`src/hdl/fwbd_pkg.sv`:
```
// Shared types and constants for the flash write buffer with dedup commit.
// No dependencies; imported by the controller, datapath and top level.
package fwbd_pkg;

  localparam int unsigned PAGE_W  = 24;
  localparam int unsigned INDEX_W = 4;

  typedef enum logic [1:0] {
    ST_IDLE,
    ST_DECIDE,
    ST_SCAN,
    ST_FLUSH
  } state_e;

  typedef struct packed {
    logic load;
    logic append;
    logic scan_init;
    logic rd_issue;
    logic consume;
    logic emit;
    logic emit_last;
    logic restart;
  } cmd_t;

  typedef struct packed {
    logic full;
    logic cand_vld;
    logic seen;
    logic pend_vld;
    logic rd_more;
    logic out_free;
  } status_t;

endpackage

```
`src/hdl/fwbd_ctrl.sv`:
```
// Controller FSM: input handshake, append/commit decision, scan sequencing.
// Depends on fwbd_pkg (state, command and status types).
module fwbd_ctrl (
  input  logic              clk_i,
  input  logic              rst_ni,
  input  logic              in_valid_i,
  output logic              in_ready_o,
  input  fwbd_pkg::status_t status_i,
  output fwbd_pkg::cmd_t    cmd_o
);
  import fwbd_pkg::*;

  state_e state_q, state_d;

  always_ff @(posedge clk_i or negedge rst_ni) begin
    if (!rst_ni) begin
      state_q <= ST_IDLE;
    end else begin
      state_q <= state_d;
    end
  end

  always_comb begin
    state_d    = state_q;
    cmd_o      = '0;
    in_ready_o = 1'b0;
    case (state_q)
      ST_IDLE: begin
        in_ready_o = 1'b1;
        if (in_valid_i) begin
          cmd_o.load = 1'b1;
          state_d    = ST_DECIDE;
        end
      end
      ST_DECIDE: begin
        if (status_i.full) begin
          cmd_o.scan_init = 1'b1;
          state_d         = ST_SCAN;
        end else begin
          cmd_o.append = 1'b1;
          state_d      = ST_IDLE;
        end
      end
      ST_SCAN: begin
        cmd_o.consume  = status_i.cand_vld &
                         (status_i.seen | !status_i.pend_vld | status_i.out_free);
        cmd_o.emit     = cmd_o.consume & !status_i.seen & status_i.pend_vld;
        cmd_o.rd_issue = status_i.rd_more & (cmd_o.consume | !status_i.cand_vld);
        if (!status_i.rd_more && !status_i.cand_vld) begin
          state_d = ST_FLUSH;
        end
      end
      ST_FLUSH: begin
        if (status_i.out_free) begin
          cmd_o.emit_last = 1'b1;
          cmd_o.restart   = 1'b1;
          state_d         = ST_IDLE;
        end
      end
      default: begin
        state_d = ST_IDLE;
      end
    endcase
  end

endmodule

```
`config.mk`:
```
export PLATFORM = sky130hd
export DESIGN_NAME = fwbd_ctrl
export DESIGN_NICKNAME = d
export VERILOG_FILES = /design/src/hdl/fwbd_pkg.sv /design/src/hdl/fwbd_ctrl.sv
export SDC_FILE = /design/constraint.sdc
export NUM_CORES = 1
export LEC_CHECK = 0
export BUFFER_PORTS_ARGS = -buffer_cell sky130_fd_sc_hd__buf_2
export CAP_MARGIN = 20
export CORE_AREA = 4 4 41 43
export CTS_BUF_LIST = sky130_fd_sc_hd__clkbuf_2 sky130_fd_sc_hd__clkbuf_4 sky130_fd_sc_hd__clkbuf_8
export CTS_CLUSTER_DIAMETER = 60
export DETAILED_ROUTE_END_ITERATION = 10
export DIE_AREA = 0 0 45 47
export PLACE_DENSITY = 0.47
export SETUP_SLACK_MARGIN = 0.2
export SLEW_MARGIN = 40
export SYNTH_ARGS = -nofsm -noshare
export SYNTH_HDL_FRONTEND = slang
export SYNTH_SLANG_ARGS = --single-unit
```
`constraint.sdc`:
```
create_clock -name clk_i -period 3.4 [get_ports clk_i]
set_input_delay 0.17 -clock clk_i [delete_from_list [all_inputs] [get_ports clk_i]]
set_output_delay 0.17 -clock clk_i [all_outputs]
set_load 0.05 [all_outputs]
```
==> results of run 1 <==
[cell type report]
cell class / instances / area share (%)
repair buffers: 18 / 31.9
multi-input cells: 17 / 37.4
clock buffers: 3 / 7.56
flip-flops and latches: 2 / 16.8
well taps: 15 / 6.30
[stage by stage]
stage	hold WS, ps	power (mW)	utilization [%]	area (sq um)
5_1_grt	280	0.315	22.9	298
2_1_floorplan	-126	0.223	-	185
3_5_place_dp	-41.4	0.246	20.4	265
3_3_place_gp	-40.8	0.246	20.4	265
6_report	265	0.299	22.9	298
4_1_cts	251	0.304	22.9	298
[worst max path at each step]
stage	start	endpoint	slack, ps	cells after the start
after global routing	state_q[0]	cmd_o[3]	1880	3
after detailed placement	register	cmd_o[7]	2180	2
final	register	cmd_o[7]	1920	2
after global placement	register	cmd_o[7]	2170	2
after floorplan	register	state_q[0]	1410	3
after CTS	register	cmd_o[7]	1920	2
[layout by cell type (no fill, tap or decap)]
cell           Yosys  final
nor3b_1            3      3
and3_1             1      1
dfrtp_1            2      2
dlygate4sd3_1      0      1
clkbuf_4           0      3
and3b_1            2      2
nor2_1             3      3
nand2_1            1      1
a21o_1             1      1
nand3b_1           3      3
a21oi_1            1      1
buf_2              1     17
or3_1              1      1
nor4b_1            1      1
[cells by family (layout without fill, tap and decap cells)]
family                 Yosys count  count (layout)  share of synthesized area (%)
AOI/OAI and AO/OA                2               2                           6.76
DFF                              2               2                           27.0
buffers and inverters            3              21                           12.8
and+or+nand+nor                 15              15                           53.4
[power groups by stage]
stage	combinational [mW]	clock, mW	sequential, mW
floorplan	0.184	0	0.0393
global placement	0.184	0	0.0616
detailed placement	0.183	0	0.0630
CTS	0.184	0.0570	0.0630
global route	0.191	0.0568	0.0668
finish	0.183	0.0525	0.0637
[cell usage after synthesis (all sizes together)]
cell type / instances
buf: 3
nand3b: 3
nor2: 3
nor3b: 3
and3b: 2
dfrtp: 2
a21o: 1
a21oi: 1
and3: 1
nand2: 1
nor4b: 1
or3: 1
[worst reg2reg max path: cells and delay by family (launching register included)]
kind,cells,cell delay (ps)
and+or+nand+nor,2,550
DFF,1,460
[layer usage]
layer	share of wire, %	global-route usage (%)	routed length, um	up-vias
li1	-	-	-	116
met1	45	7.06	241	101
met2	33	6.50	180	18
met3	21	2.30	112	2
met4	0.74	8.77	4	0
met5	0	0	0	-
==> flow_summary.json, run 1 <==
{
  "clock-sinks": 2,
  "antenna_found_initial": 0,
  "synth_top_area_share_pct": 27.0,
  "synth_warnings": 0,
  "globalplace.congestion": 0.621,
  "timing.reg2reg.worst_path_depth": 2,
  "ctsHtreeMaxLevel": 1,
  "power.sequential.fraction_pct": 21.3,
  "report.final.hold_viol_count": 0,
  "placement.io_buffers": 17,
  "cap_violations": 0,
  "worst-setup-path-type": "reg -> out",
  "timing.final.crit_share_pct": 43.6,
  "sequential_standard_cell_area_sq_um": 50.0,
  "setup_violations": 0,
  "coreArea_sq_mm": 0.00130,
  "achievable-frequency_ghz": 0.674,
  "timing.critical_path.slowest_cell_delay_ps": 460,
  "cts_hold_buf": 1,
  "grt_pass1_vias": 204,
  "layout-drive-gt1-share_pct": 50.0,
  "setup_repair_after_global_routing_missed_its_margin": "no",
  "post_synthesis_to_final_layout_area_growth_pct": 60.8,
  "drc": 0,
  "design.die.area_sq_mm": 0.00212,
  "critical_path.slowest_cell": "dfrtp_1",
  "maxSlewHeadroom_pct": 82.7,
  "routedWlPerCell_um": 9.80,
  "final-max-slew-violation-count": 0,
  "dp_cells": 51,
  "global_route_wire_length_before_repair_um": 793,
  "cp_num_buf_inv": 1,
  "place_worst_setup_slack_ps": 2180,
  "power.density_mw_per_mm2": 1000,
  "num_antenna_cells": 0,
  "start_util_pct": 14.2,
  "tns_ps": 0,
  "crit_family": "flip-flops",
  "grt_overflow_total": 0,
  "layout.filler_cells": 155,
  "via_per_inst": 4.31,
  "synthesis.area_per_instance_sq_um": 8.42,
  "drt-total-wl_um": 539,
  "grt.total_usage_pct": 5.93,
  "power_switching_share_pct": 57.8,
  "die_w_um": 45,
  "clk-insertion-delay-late_ps": 220,
  "synth_seq_cells": 2,
  "worst_clock_skew_ps": 2.58,
  "startpoint_type": "register",
  "min-delay-path-class": "in -> async",
  "required_ps": 3230,
  "tritoncts": "done",
  "drt_pre_antenna_iters": 3,
  "num_vias": 237,
  "detailed_place_hpwl_um": 418,
  "r2r_end": "state_q[0]",
  "cts_setup_buffers": 0,
  "clockPowerShare_pct": 17.5,
  "grt_start_max_net_pins": 11,
  "p_leak_nw": 0.173,
  "yosysSeqAreaShare_pct": 27.0,
  "netlist_top_cells_area": "dfrtp_1, nand3b_1, nor3b_1",
  "vdd.ir_drop.worst_mv": 0.312,
  "syn_area_sq_um": 185,
  "share_comb_of_total_power_pct": 61.2,
  "drt-initial-drc-count": 5,
  "yosysTopAreaCell": "dfrtp_1",
  "internal_portion_of_total_power_mw": 0.126,
  "layout_setup_ws_ps": 1920,
  "critical_path.cell_chain": "nor3b_1 -> buf_2",
  "power.net_switching_mw": 0.173,
  "tightestPinTransition_ps": 256,
  "dieHeight_um": 47,
  "pin_count": 18,
  "instances_no_fill": 55,
  "cts_bufs_inserted": 3,
  "cts-resized-gates": 0,
  "multi_input_area_sq_um": 111,
  "ctsLongestPathBuffers": 2,
  "synth_fp_nets": 31,
  "path_clk_slew_ps": 30,
  "outcome": "completed",
  "postRouteAntennaNets": 0,
  "worst_setup_path_end_kind": "primary output",
  "critPathMaxFanout": 10,
  "synthesis.instances": 22,
  "finalCriticalPeriod_ps": 1480,
  "fin_nets": 51,
  "cts-root-buf": "clkbuf_4",
  "critPathArrivalTime_ps": 1310,
  "netlist-cell-type-count": 14,
  "regToRegSetupSlack_ps": 2260,
  "floorplan.rows": 13
}
(Power assumes the default switching activity.)
==> inputs of run 2 (changes only) <==
- ABC_AREA: unset -> 1
- clock period: 3.4 -> 1.4 ns (I/O delays scaled with it)
==> run 2 against run 1 <==
Compared with the run above: critical path depth grew 1; first-iteration DRC count shrank 100%; highest routed layer is now met3; routed wire length grew 17%; die area is the same; via count grew 20%; sequential power grew 110%; combinational power grew to 4.1 times the previous value.
==> flow_summary.json, run 2 <==
{
  "floorplan.rows": 13,
  "final-max-slew-violation-count": 0,
  "startpoint_type": "register",
  "via_per_inst": 3.85,
  "worst-setup-path-type": "reg -> out",
  "cap_violations": 0,
  "yosysSeqAreaShare_pct": 26.3,
  "ctsHtreeMaxLevel": 1,
  "regToRegSetupSlack_ps": 340,
  "drt-total-wl_um": 633,
  "grt_start_max_net_pins": 6,
  "dp_cells": 66,
  "p_leak_nw": 0.238,
  "syn_area_sq_um": 190,
  "clk-insertion-delay-late_ps": 220,
  "grt.total_usage_pct": 7.12,
  "synth_compound_area_share_pct": 7.89,
  "synthTopCellsByCount": "inv_1, nor2_1, nand2_1",
  "setup_repair_after_global_routing_missed_its_margin": "yes",
  "netlist-cell-type-count": 12,
  "synth_top_area_share_pct": 26.3,
  "fraction_of_synthesized_area_in_multiplexers_pct": 0,
  "routedWlPerCell_um": 8.55,
  "min-delay-path-class": "in -> reg",
  "start_util_pct": 14.6,
  "synth_warnings": 0,
  "synthesis.instances": 35,
  "antenna_found_initial": 0,
  "hold_start": "status_i[5]",
  "critical_path.cell_chain": "inv_1 -> nor3_4 -> buf_4",
  "timing.reg2reg.worst_path_depth": 7,
  "netlist_top_cells_area": "dfrtp_1, inv_1, nor2_1",
  "postRouteAntennaNets": 0,
  "clock-sinks": 2,
  "path_clk_slew_ps": 30,
  "drt_pre_antenna_iters": 1,
  "tightestPinTransition_ps": 159,
  "required_ps": 1330,
  "yosysTopAreaCell": "dfrtp_1",
  "synth_seq_cells": 2,
  "achievable-frequency_ghz": 0.827,
  "num_vias": 285,
  "postPlaceCellArea_sq_um": 313,
  "synth_xor_area_share_pct": 0,
  "drt-initial-drc-count": 0,
  "vdd.ir_drop.worst_mv": 1.01,
  "setup_violations": 0,
  "post_synth_edffs": 0,
  "die_w_um": 45,
  "cp_num_buf_inv": 2,
  "critPathArrivalTime_ps": 1140,
  "synth_adder_area_share_pct": 0,
  "power.density_mw_per_mm2": 2320,
  "worst_setup_path_end_kind": "primary output",
  "global_route_wire_length_before_repair_um": 1040,
  "post_synthesis_to_final_layout_area_growth_pct": 131,
  "cts-root-buf": "clkbuf_4",
  "final_util_pct": 33.8,
  "detailed_place_hpwl_um": 476,
  "instances_no_fill": 74,
  "outcome": "completed",
  "crit_family": "flip-flops",
  "synth_fp_nets": 44,
  "fin_nets": 70,
  "r2r_end": "state_q[0]",
  "synthSimpleGateAreaFrac_pct": 44.1,
  "grt_pass1_vias": 284,
  "coreArea_sq_mm": 0.00130,
  "mostFrequentLayoutCell": "buf_2",
  "dieHeight_um": 47,
  "globalplace.congestion": 0.654,
  "design.die.area_sq_mm": 0.00212,
  "num_antenna_cells": 0,
  "tritoncts": "done",
  "grt_overflow_total": 0,
  "layout.cell_area.non_filler_sq_um": 439,
  "synthArstFlopShare_pct": 100,
  "synthesis.area_per_instance_sq_um": 5.43,
  "maxSlewHeadroom_pct": 89.4,
  "tns_ps": 0,
  "pin_count": 18,
  "critPathMaxFanout": 5,
  "worst_clock_skew_ps": 0.161,
  "report.final.hold_viol_count": 0,
  "cts_bufs_inserted": 3,
  "main_flop_type_after_synthesis": "dfrtp_1",
  "layout-drive-gt1-share_pct": 62.7,
  "synth_top_family_by_area": "simple AND/OR/NAND/NOR gates",
  "timing.final.crit_share_pct": 86.4,
  "ctsLongestPathBuffers": 2,
  "finalCriticalPeriod_ps": 1210,
  "critical_path.slowest_cell": "dfrtp_2",
  "drc": 0,
  "timing.critical_path.slowest_cell_delay_ps": 420,
  "min_path_cells": 3,
  "placement.io_buffers": 17,
  "fin_total_pwr_mw": 1.02,
  "most-common-layout-cells": "buf_2, inv_1, buf_4, nand2_1, buf_6"
}
## run 2: cell count changes after synthesis, sizes merged, moves of 3 or more
cell	change
inv	+9
nand2	+6
nor2	+6
nand3b	-3
nor3b	-3
## run 2: repair_timing
action	4_1_cts	5_1_grt
hold buffers	1	0
pin swaps	2	2
resized for setup	14	9
setup endpoints to repair	8	9
hold endpoints to repair	2	0
buffers inserted	3	1
## run 2: per-stage QoR
stage / hold slack [ps] / worst slack, ps
after floorplan: -226 / 17.2
after global placement: -143 / 276
after detailed placement: -143 / 269
after CTS: 147 / 169
after global routing: 179 / 112
final: 165 / 190
## run 2: worst max path at each step
stage                from       end  slack [ps]  cells after the start
2_1_floorplan    register  cmd_o[2]          20                      4
3_3_place_gp     register  cmd_o[4]         280                      5
3_5_place_dp     register  cmd_o[4]         270                      5
4_1_cts        state_q[0]  cmd_o[4]         170                      4
5_1_grt          register  cmd_o[3]         110                      5
6_report       state_q[0]  cmd_o[1]         190                      3
## run 2: cells by family (layout without fill, tap and decap cells)
group                  Yosys count  after routing
AND/OR/NAND/NOR                 20             20
flip-flops                       2              2
buffers and inverters           10             34
AO/OA/AOI/OAI                    3              3
## run 2: power by group
part	internal [mW]	switching (mW)	leakage [nW]	total, mW
registers	0.0915	0.0447	0.0230	0.136
logic	0.280	0.476	0.201	0.755
clock network	0.0946	0.0332	0.0138	0.128
total	0.466	0.554	0.238	1.02
## run 2: cell type report
| cell class | count | area [sq um] |
|---|---|---|
| Sequential cell | 2 | 51.3 |
| Multi-Input combinational cell | 23 | 143 |
| Timing Repair Buffer | 22 | 170 |
| Inverter | 9 | 33.8 |
| Tap cell | 15 | 18.8 |
| Clock buffer | 3 | 22.5 |
| Fill cell | 158 | 862 |
## run 2: worst register-to-register path: stages, from the launching register on
cell     delay [ps]
dfrtp_1         390
inv_2           120
nor2_4           60
buf_4           120
buf_4           120
nand2_1          50
nand2_1          50
nor2_1           80
## run 2: routing by layer
layer	track usage, %	wire [um]	up-vias
met3	2.30	59	0
met1	8.22	261	120
met4	7.02	0	0
li1	-	-	153
met5	0	0	-
met2	10.2	312	12
